[src/hdl/kplc_pkg.sv]
// ----------------------------------------------------------------------------
// kplc_pkg
// shared widths, mode codes, event codes, function codes, register indices and key codes
// for the keypad pin lock controller
// ----------------------------------------------------------------------------
package kplc_pkg;

  localparam int MAX_PIN_DIGITS = 16;

  localparam int FUNC_W   = 3;
  localparam int KEY_W    = 8;
  localparam int MS_W     = 31;
  localparam int EVENT_W  = 4;
  localparam int COUNT8_W = 8;
  localparam int ANGLE_W  = 8;
  localparam int MODE_W   = 2;
  localparam int PIN_W    = 64;
  localparam int PLEN_W   = 5;
  localparam int CFG_IDX_W  = 3;
  localparam int CFG_DATA_W = 64;

  localparam logic [MODE_W-1:0] MODE_LOCKED   = 2'd0;
  localparam logic [MODE_W-1:0] MODE_UNLOCKED = 2'd1;
  localparam logic [MODE_W-1:0] MODE_LOCKOUT  = 2'd2;
  localparam logic [MODE_W-1:0] MODE_ALARM    = 2'd3;

  localparam logic [FUNC_W-1:0] FUNC_KEY         = 3'd0;
  localparam logic [FUNC_W-1:0] FUNC_DOOR_OPEN   = 3'd1;
  localparam logic [FUNC_W-1:0] FUNC_REMOTE_OPEN = 3'd2;
  localparam logic [FUNC_W-1:0] FUNC_REMOTE_CLR  = 3'd3;
  localparam logic [FUNC_W-1:0] FUNC_TICK        = 3'd4;

  localparam logic [EVENT_W-1:0] EV_UNLOCK_PIN    = 4'd0;
  localparam logic [EVENT_W-1:0] EV_ALARM_CLR_PIN = 4'd1;
  localparam logic [EVENT_W-1:0] EV_WRONG_PIN     = 4'd2;
  localparam logic [EVENT_W-1:0] EV_LOCKOUT       = 4'd3;
  localparam logic [EVENT_W-1:0] EV_INTRUSION     = 4'd4;
  localparam logic [EVENT_W-1:0] EV_ENTRY         = 4'd5;
  localparam logic [EVENT_W-1:0] EV_REMOTE_DENIED = 4'd6;
  localparam logic [EVENT_W-1:0] EV_UNLOCK_REMOTE = 4'd7;
  localparam logic [EVENT_W-1:0] EV_ALARM_CLR_REM = 4'd8;
  localparam logic [EVENT_W-1:0] EV_RELOCKED      = 4'd9;
  localparam logic [EVENT_W-1:0] EV_LOCKOUT_CLR   = 4'd10;

  localparam logic [CFG_IDX_W-1:0] REG_PIN_CODE     = 3'd0;
  localparam logic [CFG_IDX_W-1:0] REG_PIN_LENGTH   = 3'd1;
  localparam logic [CFG_IDX_W-1:0] REG_MAX_ATTEMPTS = 3'd2;
  localparam logic [CFG_IDX_W-1:0] REG_LOCKOUT_TIME = 3'd3;
  localparam logic [CFG_IDX_W-1:0] REG_UNLOCK_TIME  = 3'd4;
  localparam logic [CFG_IDX_W-1:0] REG_CLOSED_ANGLE = 3'd5;
  localparam logic [CFG_IDX_W-1:0] REG_OPEN_ANGLE   = 3'd6;

  localparam logic [KEY_W-1:0] KEY_STAR = 8'h2A;
  localparam logic [KEY_W-1:0] KEY_HASH = 8'h23;
  localparam logic [KEY_W-1:0] KEY_0    = 8'h30;
  localparam logic [KEY_W-1:0] KEY_9    = 8'h39;

endpackage

[src/hdl/keypad_pin_lock_controller.sv]
// ----------------------------------------------------------------------------
// keypad_pin_lock_controller
// door lock controller: pin entry, wrong pin lockout, alarm, relock timers
//
//   channel  direction  handshake                 payload
//   in       sink       in_valid_i / in_stall_o   func, key_char, elapsed_ms
//   out      source     out_valid_o / out_stall_i event_code .. last
//   cfg      sink       cfg_valid_i / cfg_ready_o cfg_index_i, cfg_data_i
//
// the results of a taken item show from the next cycle on
// an item with two results holds the input for one extra output beat
// a new item is taken in the same cycle the last pending beat leaves
// reset gives locked mode, empty entry, cleared timers, default registers
// the configuration port is always ready
// ----------------------------------------------------------------------------
module keypad_pin_lock_controller #(
  parameter int MaxPinDigits = kplc_pkg::MAX_PIN_DIGITS
) (
  input  logic                              clk_i,
  input  logic                              rst_ni,
  input  logic                              in_valid_i,
  output logic                              in_stall_o,
  input  logic [kplc_pkg::FUNC_W-1:0]       func_i,
  input  logic [kplc_pkg::KEY_W-1:0]        key_char_i,
  input  logic [kplc_pkg::MS_W-1:0]         elapsed_ms_i,
  output logic                              out_valid_o,
  input  logic                              out_stall_i,
  output logic [kplc_pkg::EVENT_W-1:0]      event_code_o,
  output logic [kplc_pkg::COUNT8_W-1:0]     attempts_left_o,
  output logic [kplc_pkg::MS_W-1:0]         lockout_report_o,
  output logic [kplc_pkg::ANGLE_W-1:0]      bolt_angle_o,
  output logic [kplc_pkg::MODE_W-1:0]       lock_mode_o,
  output logic                              last_o,
  input  logic                              cfg_valid_i,
  output logic                              cfg_ready_o,
  input  logic [kplc_pkg::CFG_IDX_W-1:0]    cfg_index_i,
  input  logic [kplc_pkg::CFG_DATA_W-1:0]   cfg_data_i
);
  import kplc_pkg::*;

  localparam int DigitsW = 4 * MaxPinDigits;
  localparam int CntW    = $clog2(MaxPinDigits + 1);

  // configuration
  logic [PIN_W-1:0]    pin_code_q;
  logic [PLEN_W-1:0]   pin_length_q;
  logic [COUNT8_W-1:0] max_attempts_q;
  logic [MS_W-1:0]     lockout_time_q;
  logic [MS_W-1:0]     unlock_time_q;
  logic [ANGLE_W-1:0]  closed_angle_q;
  logic [ANGLE_W-1:0]  open_angle_q;

  // lock state
  logic [MODE_W-1:0]   mode_q, mode_d;
  logic [DigitsW-1:0]  entry_q, entry_d;
  logic [CntW-1:0]     count_q, count_d;
  logic [COUNT8_W-1:0] wrong_q, wrong_d;
  logic [MS_W-1:0]     unlock_left_q, unlock_left_d;
  logic [MS_W-1:0]     lockout_left_q, lockout_left_d;

  // result slots
  logic                slot0_q, slot1_q;
  logic [EVENT_W-1:0]  ev0_q, ev1_q;
  logic                last0_q;

  logic                in_accept, out_pop;
  logic [1:0]          n_res;
  logic [EVENT_W-1:0]  ev0, ev1;
  logic [CntW-1:0]     n_eff;
  logic                do_submit, mismatch, correct;
  logic [DigitsW-1:0]  sub_entry, dig_entry;
  logic [CntW-1:0]     sub_count, dig_count;
  logic [COUNT8_W-1:0] wrong_inc;
  logic [MS_W-1:0]     unlock_sub, lockout_sub;

  assign cfg_ready_o = 1'b1;
  assign out_valid_o = slot0_q;
  assign out_pop     = slot0_q && !out_stall_i;
  assign in_stall_o  = slot1_q || (slot0_q && out_stall_i);
  assign in_accept   = in_valid_i && !in_stall_o;

  always_comb begin
    if (pin_length_q == '0) begin
      n_eff = CntW'(1);
    end else if (pin_length_q > PLEN_W'(MaxPinDigits)) begin
      n_eff = CntW'(MaxPinDigits);
    end else begin
      n_eff = CntW'(pin_length_q);
    end
  end

  // entry with the pressed digit added
  always_comb begin
    dig_entry = entry_q;
    for (int i = 0; i < MaxPinDigits; i++) begin
      if (count_q == CntW'(i)) begin
        dig_entry[4*i +: 4] = key_char_i[3:0];
      end
    end
    dig_count = (count_q < CntW'(MaxPinDigits)) ? count_q + CntW'(1) : count_q;
  end

  always_comb begin
    mismatch = 1'b0;
    for (int i = 0; i < MaxPinDigits; i++) begin
      if ((CntW'(i) < n_eff) && (sub_entry[4*i +: 4] != pin_code_q[4*i +: 4])) begin
        mismatch = 1'b1;
      end
    end
    correct = (sub_count == n_eff) && !mismatch;
  end

  assign wrong_inc   = (wrong_q != '1) ? wrong_q + COUNT8_W'(1) : wrong_q;
  assign unlock_sub  = (unlock_left_q > elapsed_ms_i) ? unlock_left_q - elapsed_ms_i : '0;
  assign lockout_sub = (lockout_left_q > elapsed_ms_i) ? lockout_left_q - elapsed_ms_i : '0;

  always_comb begin
    mode_d         = mode_q;
    entry_d        = entry_q;
    count_d        = count_q;
    wrong_d        = wrong_q;
    unlock_left_d  = unlock_left_q;
    lockout_left_d = lockout_left_q;
    n_res          = 2'd0;
    ev0            = EV_UNLOCK_PIN;
    ev1            = EV_UNLOCK_PIN;
    do_submit      = 1'b0;
    sub_entry      = entry_q;
    sub_count      = count_q;
    case (func_i)
      FUNC_KEY: begin
        if (mode_q == MODE_LOCKED || mode_q == MODE_ALARM) begin
          if (key_char_i == KEY_STAR) begin
            entry_d = '0;
            count_d = '0;
          end else if (key_char_i == KEY_HASH) begin
            do_submit = 1'b1;
          end else if (key_char_i inside {[KEY_0:KEY_9]}) begin
            entry_d   = dig_entry;
            count_d   = dig_count;
            sub_entry = dig_entry;
            sub_count = dig_count;
            do_submit = (dig_count >= n_eff);
          end
        end
      end
      FUNC_DOOR_OPEN: begin
        if (mode_q == MODE_LOCKED) begin
          mode_d = MODE_ALARM;
          ev0    = EV_INTRUSION;
          n_res  = 2'd1;
        end else if (mode_q == MODE_UNLOCKED) begin
          ev0   = EV_ENTRY;
          n_res = 2'd1;
        end
      end
      FUNC_REMOTE_OPEN: begin
        if (mode_q == MODE_LOCKOUT) begin
          ev0   = EV_REMOTE_DENIED;
          n_res = 2'd1;
        end else if (mode_q != MODE_UNLOCKED) begin
          wrong_d       = '0;
          mode_d        = MODE_UNLOCKED;
          unlock_left_d = unlock_time_q;
          ev0           = EV_UNLOCK_REMOTE;
          n_res         = 2'd1;
        end
      end
      FUNC_REMOTE_CLR: begin
        if (mode_q == MODE_ALARM) begin
          mode_d = MODE_LOCKED;
          ev0    = EV_ALARM_CLR_REM;
          n_res  = 2'd1;
        end
      end
      FUNC_TICK: begin
        if (mode_q == MODE_UNLOCKED) begin
          unlock_left_d = unlock_sub;
          if (unlock_sub == '0) begin
            mode_d = MODE_LOCKED;
            ev0    = EV_RELOCKED;
            n_res  = 2'd1;
          end
        end else if (mode_q == MODE_LOCKOUT) begin
          lockout_left_d = lockout_sub;
          if (lockout_sub == '0) begin
            mode_d  = MODE_LOCKED;
            wrong_d = '0;
            ev0     = EV_LOCKOUT_CLR;
            n_res   = 2'd1;
          end
        end
      end
      default: begin
      end
    endcase

    if (do_submit) begin
      entry_d = '0;
      count_d = '0;
      if (mode_q == MODE_ALARM) begin
        if (correct) begin
          wrong_d       = '0;
          mode_d        = MODE_UNLOCKED;
          unlock_left_d = unlock_time_q;
          ev0           = EV_ALARM_CLR_PIN;
          ev1           = EV_UNLOCK_PIN;
          n_res         = 2'd2;
        end
      end else if (correct) begin
        wrong_d       = '0;
        mode_d        = MODE_UNLOCKED;
        unlock_left_d = unlock_time_q;
        ev0           = EV_UNLOCK_PIN;
        n_res         = 2'd1;
      end else begin
        wrong_d = wrong_inc;
        ev0     = EV_WRONG_PIN;
        n_res   = 2'd1;
        if (wrong_inc >= max_attempts_q) begin
          mode_d         = MODE_LOCKOUT;
          lockout_left_d = lockout_time_q;
          ev1            = EV_LOCKOUT;
          n_res          = 2'd2;
        end
      end
    end
  end

  always_ff @(posedge clk_i or negedge rst_ni) begin
    if (!rst_ni) begin
      mode_q         <= MODE_LOCKED;
      entry_q        <= '0;
      count_q        <= '0;
      wrong_q        <= '0;
      unlock_left_q  <= '0;
      lockout_left_q <= '0;
    end else if (in_accept) begin
      mode_q         <= mode_d;
      entry_q        <= entry_d;
      count_q        <= count_d;
      wrong_q        <= wrong_d;
      unlock_left_q  <= unlock_left_d;
      lockout_left_q <= lockout_left_d;
    end
  end

  always_ff @(posedge clk_i or negedge rst_ni) begin
    if (!rst_ni) begin
      slot0_q <= 1'b0;
      slot1_q <= 1'b0;
    end else if (in_accept) begin
      slot0_q <= (n_res != 2'd0);
      slot1_q <= (n_res == 2'd2);
    end else if (out_pop) begin
      slot0_q <= slot1_q;
      slot1_q <= 1'b0;
    end
  end

  always_ff @(posedge clk_i) begin
    if (in_accept) begin
      ev0_q   <= ev0;
      ev1_q   <= ev1;
      last0_q <= (n_res == 2'd1);
    end else if (out_pop) begin
      ev0_q   <= ev1_q;
      last0_q <= 1'b1;
    end
  end

  always_ff @(posedge clk_i or negedge rst_ni) begin
    if (!rst_ni) begin
      pin_code_q     <= '0;
      pin_length_q   <= PLEN_W'(4);
      max_attempts_q <= COUNT8_W'(3);
      lockout_time_q <= MS_W'(30000);
      unlock_time_q  <= MS_W'(5000);
      closed_angle_q <= '0;
      open_angle_q   <= ANGLE_W'(90);
    end else if (cfg_valid_i && cfg_ready_o) begin
      case (cfg_index_i)
        REG_PIN_CODE:     pin_code_q     <= cfg_data_i[PIN_W-1:0];
        REG_PIN_LENGTH:   pin_length_q   <= cfg_data_i[PLEN_W-1:0];
        REG_MAX_ATTEMPTS: max_attempts_q <= cfg_data_i[COUNT8_W-1:0];
        REG_LOCKOUT_TIME: lockout_time_q <= cfg_data_i[MS_W-1:0];
        REG_UNLOCK_TIME:  unlock_time_q  <= cfg_data_i[MS_W-1:0];
        REG_CLOSED_ANGLE: closed_angle_q <= cfg_data_i[ANGLE_W-1:0];
        REG_OPEN_ANGLE:   open_angle_q   <= cfg_data_i[ANGLE_W-1:0];
        default: begin
        end
      endcase
    end
  end

  // shared fields come from the state left by the item
  assign event_code_o     = ev0_q;
  assign last_o           = last0_q;
  assign attempts_left_o  = (max_attempts_q > wrong_q) ? max_attempts_q - wrong_q : '0;
  assign lockout_report_o = (ev0_q == EV_LOCKOUT) ? lockout_time_q : '0;
  assign bolt_angle_o     = (mode_q == MODE_UNLOCKED) ? open_angle_q : closed_angle_q;
  assign lock_mode_o      = mode_q;

  a_slot_order: assert property (@(posedge clk_i) disable iff (!rst_ni)
    slot1_q |-> slot0_q)
    else $error("second result pending without first");

  a_no_accept_pair: assert property (@(posedge clk_i) disable iff (!rst_ni)
    slot1_q |-> !in_accept)
    else $error("item taken while a result pair is pending");

  a_pair_follows: assert property (@(posedge clk_i) disable iff (!rst_ni)
    (out_pop && slot1_q) |=> (out_valid_o && last_o))
    else $error("second result of a pair lost");

  a_lockout_mode: assert property (@(posedge clk_i) disable iff (!rst_ni)
    (out_valid_o && event_code_o == EV_LOCKOUT) |-> (mode_q == MODE_LOCKOUT && last_o))
    else $error("lockout beat outside lockout mode");

  a_first_of_pair: assert property (@(posedge clk_i) disable iff (!rst_ni)
    slot1_q |-> !last_o)
    else $error("first beat of a pair marked last");

endmodule
[config.mk]
export PLATFORM = sky130hd
export DESIGN_NAME = keypad_pin_lock_controller
export DESIGN_NICKNAME = d
export VERILOG_FILES = /design/src/hdl/kplc_pkg.sv /design/src/hdl/keypad_pin_lock_controller.sv
export SDC_FILE = /design/constraint.sdc
export NUM_CORES = 1
export LEC_CHECK = 0
export BUFFER_PORTS_ARGS = -buffer_cell sky130_fd_sc_hd__buf_2
export CORE_MARGIN = 10
export CORE_UTILIZATION = 40
export CTS_CLUSTER_SIZE = 12
export DETAILED_ROUTE_END_ITERATION = 10
export SYNTH_ARGS = -nofsm -noshare
export SYNTH_HDL_FRONTEND = slang
export SYNTH_SLANG_ARGS = --single-unit
[constraint.sdc]
create_clock -name clk_i -period 12.7 [get_ports clk_i]
set_input_delay 1.905 -clock clk_i [delete_from_list [all_inputs] [get_ports clk_i]]
set_output_delay 1.905 -clock clk_i [all_outputs]
set_load 0.05 [all_outputs]
==> impl_metrics.yaml <==
synthesis:
  yosysUniqueCellTypes: 97
  synth_area_per_cell_sq_um: 9.23
  yosys_warnings: 0
  synthesis.nets: 2516
  synthArstFlopShare_pct: 98.0
  ys_ff_latch: 304
  yosysTopAreaCellShare_pct: 32.8
  syn_area_sq_mm: 0.0213
  synth_edf_count: 6
  synthFlopType: "dfrtp_1"
  synthCells: 2305
  synth_top_area_cell: "dfrtp_1"
  ys_top_cells_by_area: "dfrtp_1 33%, mux2_2 8.2%, ha_1 5.5%, o21ai_0 4.1%, a22o_1 3.3%"
  ys_seq_area_share_pct: 36.0
grt:
  grtUsageTotal_pct: 23.1
  first_global_vias: 18868
  antenna_found_initial: 2
  grt_max_degree: 86
  overflow: 0
  grt_first_pass_wirelength_um: 115000
timing:
  post-route-period-util_pct: 51.6
  max_freq_mhz: 153
  skew_ns: 0.0204
  rsz0062_at_grt: "no"
  fin_ws_ns: 6.15
  final_max_slew_viol_count: 0
  post-route-min-period_ns: 6.55
  tightest_slew_ns: 1.24
  hold_slack_ns: 0.501
  setup-tns-final_ns: 0
  max_slew_margin_pct: 15.1
  finalSetupViolations: 0
  finalHoldViolCount: 0
die:
  io_pins: 171
  fp.dieH_um: 251
  core_sq_mm: 0.0527
  rows: 84
  initial_core_util_pct: 40.4
  die_w_um: 251
  die_area_sq_mm: 0.0628
finish:
  final_common_cell: "dfrtp_1"
  register_area_sq_mm: 0.00766
  area_growth_pct: 13.3
  nFillCells: 5013
  finish.utilization_pct: 45.8
  final_cells: 3119
  mostFrequentLayoutCells: "279 x dfrtp_1, 173 x o21ai_0, 168 x buf_2, 160 x nor2_1, 154 x mux2_2"
  drive_gt1_share_pct: 19.6
  final_area_sq_mm: 0.0241
  fin_nets: 2612
  multi_input_area_sq_mm: 0.0127
place:
  pre_cts_ws_ns: 5.62
  dp_cells: 3048
  gp_congestion: 0.976
  dpl-instance-area_sq_mm: 0.0226
  dpl.hpwl_um: 55000
  numPortBuffers: 169
setup_path:
  r2r_slack_ns: 6.82
  cpMostUsedCell: "buf_4"
  worst_setup_path_end_kind: "register"
  cp_slowest_cell: "nor4b_1"
  crit_type: "in2reg"
  slowest_delay_ns: 0.67
  cp_max_fo: 37
  crit_required_ns: 13.08
  crit_arrival_ns: 6.93
  cp_cell_sequence: "buf_2 -> buf_4 -> nor4b_1 -> a41oi_2 -> buf_4 -> nand2_1 -> mux2_2 -> a211o_1 -> o32a_1 -> nor4_2 -> nand4_1 -> buf_4 -> nand2_1 -> buf_4 -> o21bai_2 -> o311ai_0"
  crit_path_start_kind: "input pin"
status:
  status: "complete, no violations"
routing:
  drt-pass1-iter-count: 7
  dr_total_vias: 19055
  ant_nets: 0
  drc: 0
  avgRoutedWirePerCell_um: 24.0
  drt_iter0_drc: 1607
  avgViaCountPerCell: 6.11
  routed_wl_um: 75000
power_and_ir_drop:
  peakVddDrop_uv: 156
  powerDensity_mw_per_mm2: 209
  leakage_nw: 10.7
  totalPowerFinal_mw: 5.05
clocking:
  cts_made_buffers: 39
  cts_setup_buffers: 0
  tritoncts: "done"
  path_clk_slew_ns: 0.06
  cts_sinks: 304
  cts-htree-levels: 2
  hold_buffers: 0
  clk_latency_ns: 0.57
  max-clock-path-buffers: 3
  cts_resized: 0
  cts-root-buf: "clkbuf_16"
hold_path:
  holdCritPathClass: "reg2reg"
flow_run:
  drv_cap: 0
synth_stat cells (all sizes together), types with 53 or more instances:
master    n
a21oi   108
a22o     81
clkbuf  100
dfrtp   279
ha       94
inv      98
mux2    154
nand2   154
nor2    161
o21ai   176
xnor2    53
xor2     81
worst max-delay path, delay by kind of cell:
| kind | cells | cell delay, ns |
|---|---|---|
| and+or+nand+nor | 5 | 1.48 |
| AOI/OAI and AO/OA | 5 | 1.71 |
| buffers and inverters | 5 | 1.43 |
| muxes | 1 | 0.37 |
layer usage:
| metal | vias to the layer above | track usage, % | share of wire [%] |
|---|---|---|---|
| met5 | - | 0 | 0.031 |
| met4 | 4 | 7.47 | 3.0 |
| met3 | 120 | 3.22 | 5.6 |
| met2 | 652 | 37.1 | 46 |
| met1 | 9510 | 31.4 | 45 |
| li1 | 8769 | - | - |
kinds of logic (layout without fill, tap and decap cells):
family | count (synthesis) | after routing | synth area share, %
and+or+nand+nor | 648 | 648 | 15.5
xor gates and xnor gates | 135 | 135 | 5.62
muxes | 181 | 181 | 9.54
buffers and inverters | 239 | 364 | 4.49
DFF | 304 | 304 | 36.0
AOI/OAI and AO/OA | 700 | 700 | 23.0
adders and majority gates | 97 | 97 | 5.81
other | 1 | 2 | 0.0176
final timing paths:
kind,depth (start not counted),start,to
worst max-delay path,16,key_char_i[2],wrong_q[0]
worst min-delay path,1,closed_angle_q[6],closed_angle_q[6]
worst max register to register,16,lock_mode_o[0],wrong_q[0]
worst min register to register,1,closed_angle_q[6],closed_angle_q[6]
max in group asynchronous,2,rst_ni,max_attempts_q[5]
min in group asynchronous,1,rst_ni,lockout_left_q[25]
where the power goes:
| group | internal [mW] | total [mW] | leakage, nW | switching, mW |
|---|---|---|---|---|
| combinational | 0.922 | 2.36 | 6.23 | 1.44 |
| clock | 0.792 | 1.25 | 0.715 | 0.461 |
| sequential | 1.20 | 1.43 | 3.72 | 0.229 |
area by class of cell:
type,instances,area share (%)
Clock buffer,55,4.89
Sequential cell,304,31.8
Multi-Input combinational cell,1762,52.7
Timing Repair Buffer,196,4.39
Antenna cell,1,0.0104
Inverter,98,1.53
Tap cell,688,3.57
Clock inverter,15,1.16
flip-flops by register name, indices dropped and copies added, names as in the netlist:
name            cells
closed_angle_q      8
count_q             5
entry_q            64
ev1_q               1
event_code_o        4
last_o              1
lock_mode_o         2
lockout_left_q     31
lockout_time_q     31
max_attempts_q      8
open_angle_q        8
out_valid_o         1
pin_code_q         64
pin_length_q        5
slot1_q             1
unlock_left_q      31
unlock_time_q      31
wrong_q             8
Power figures use the tool's default switching activity.
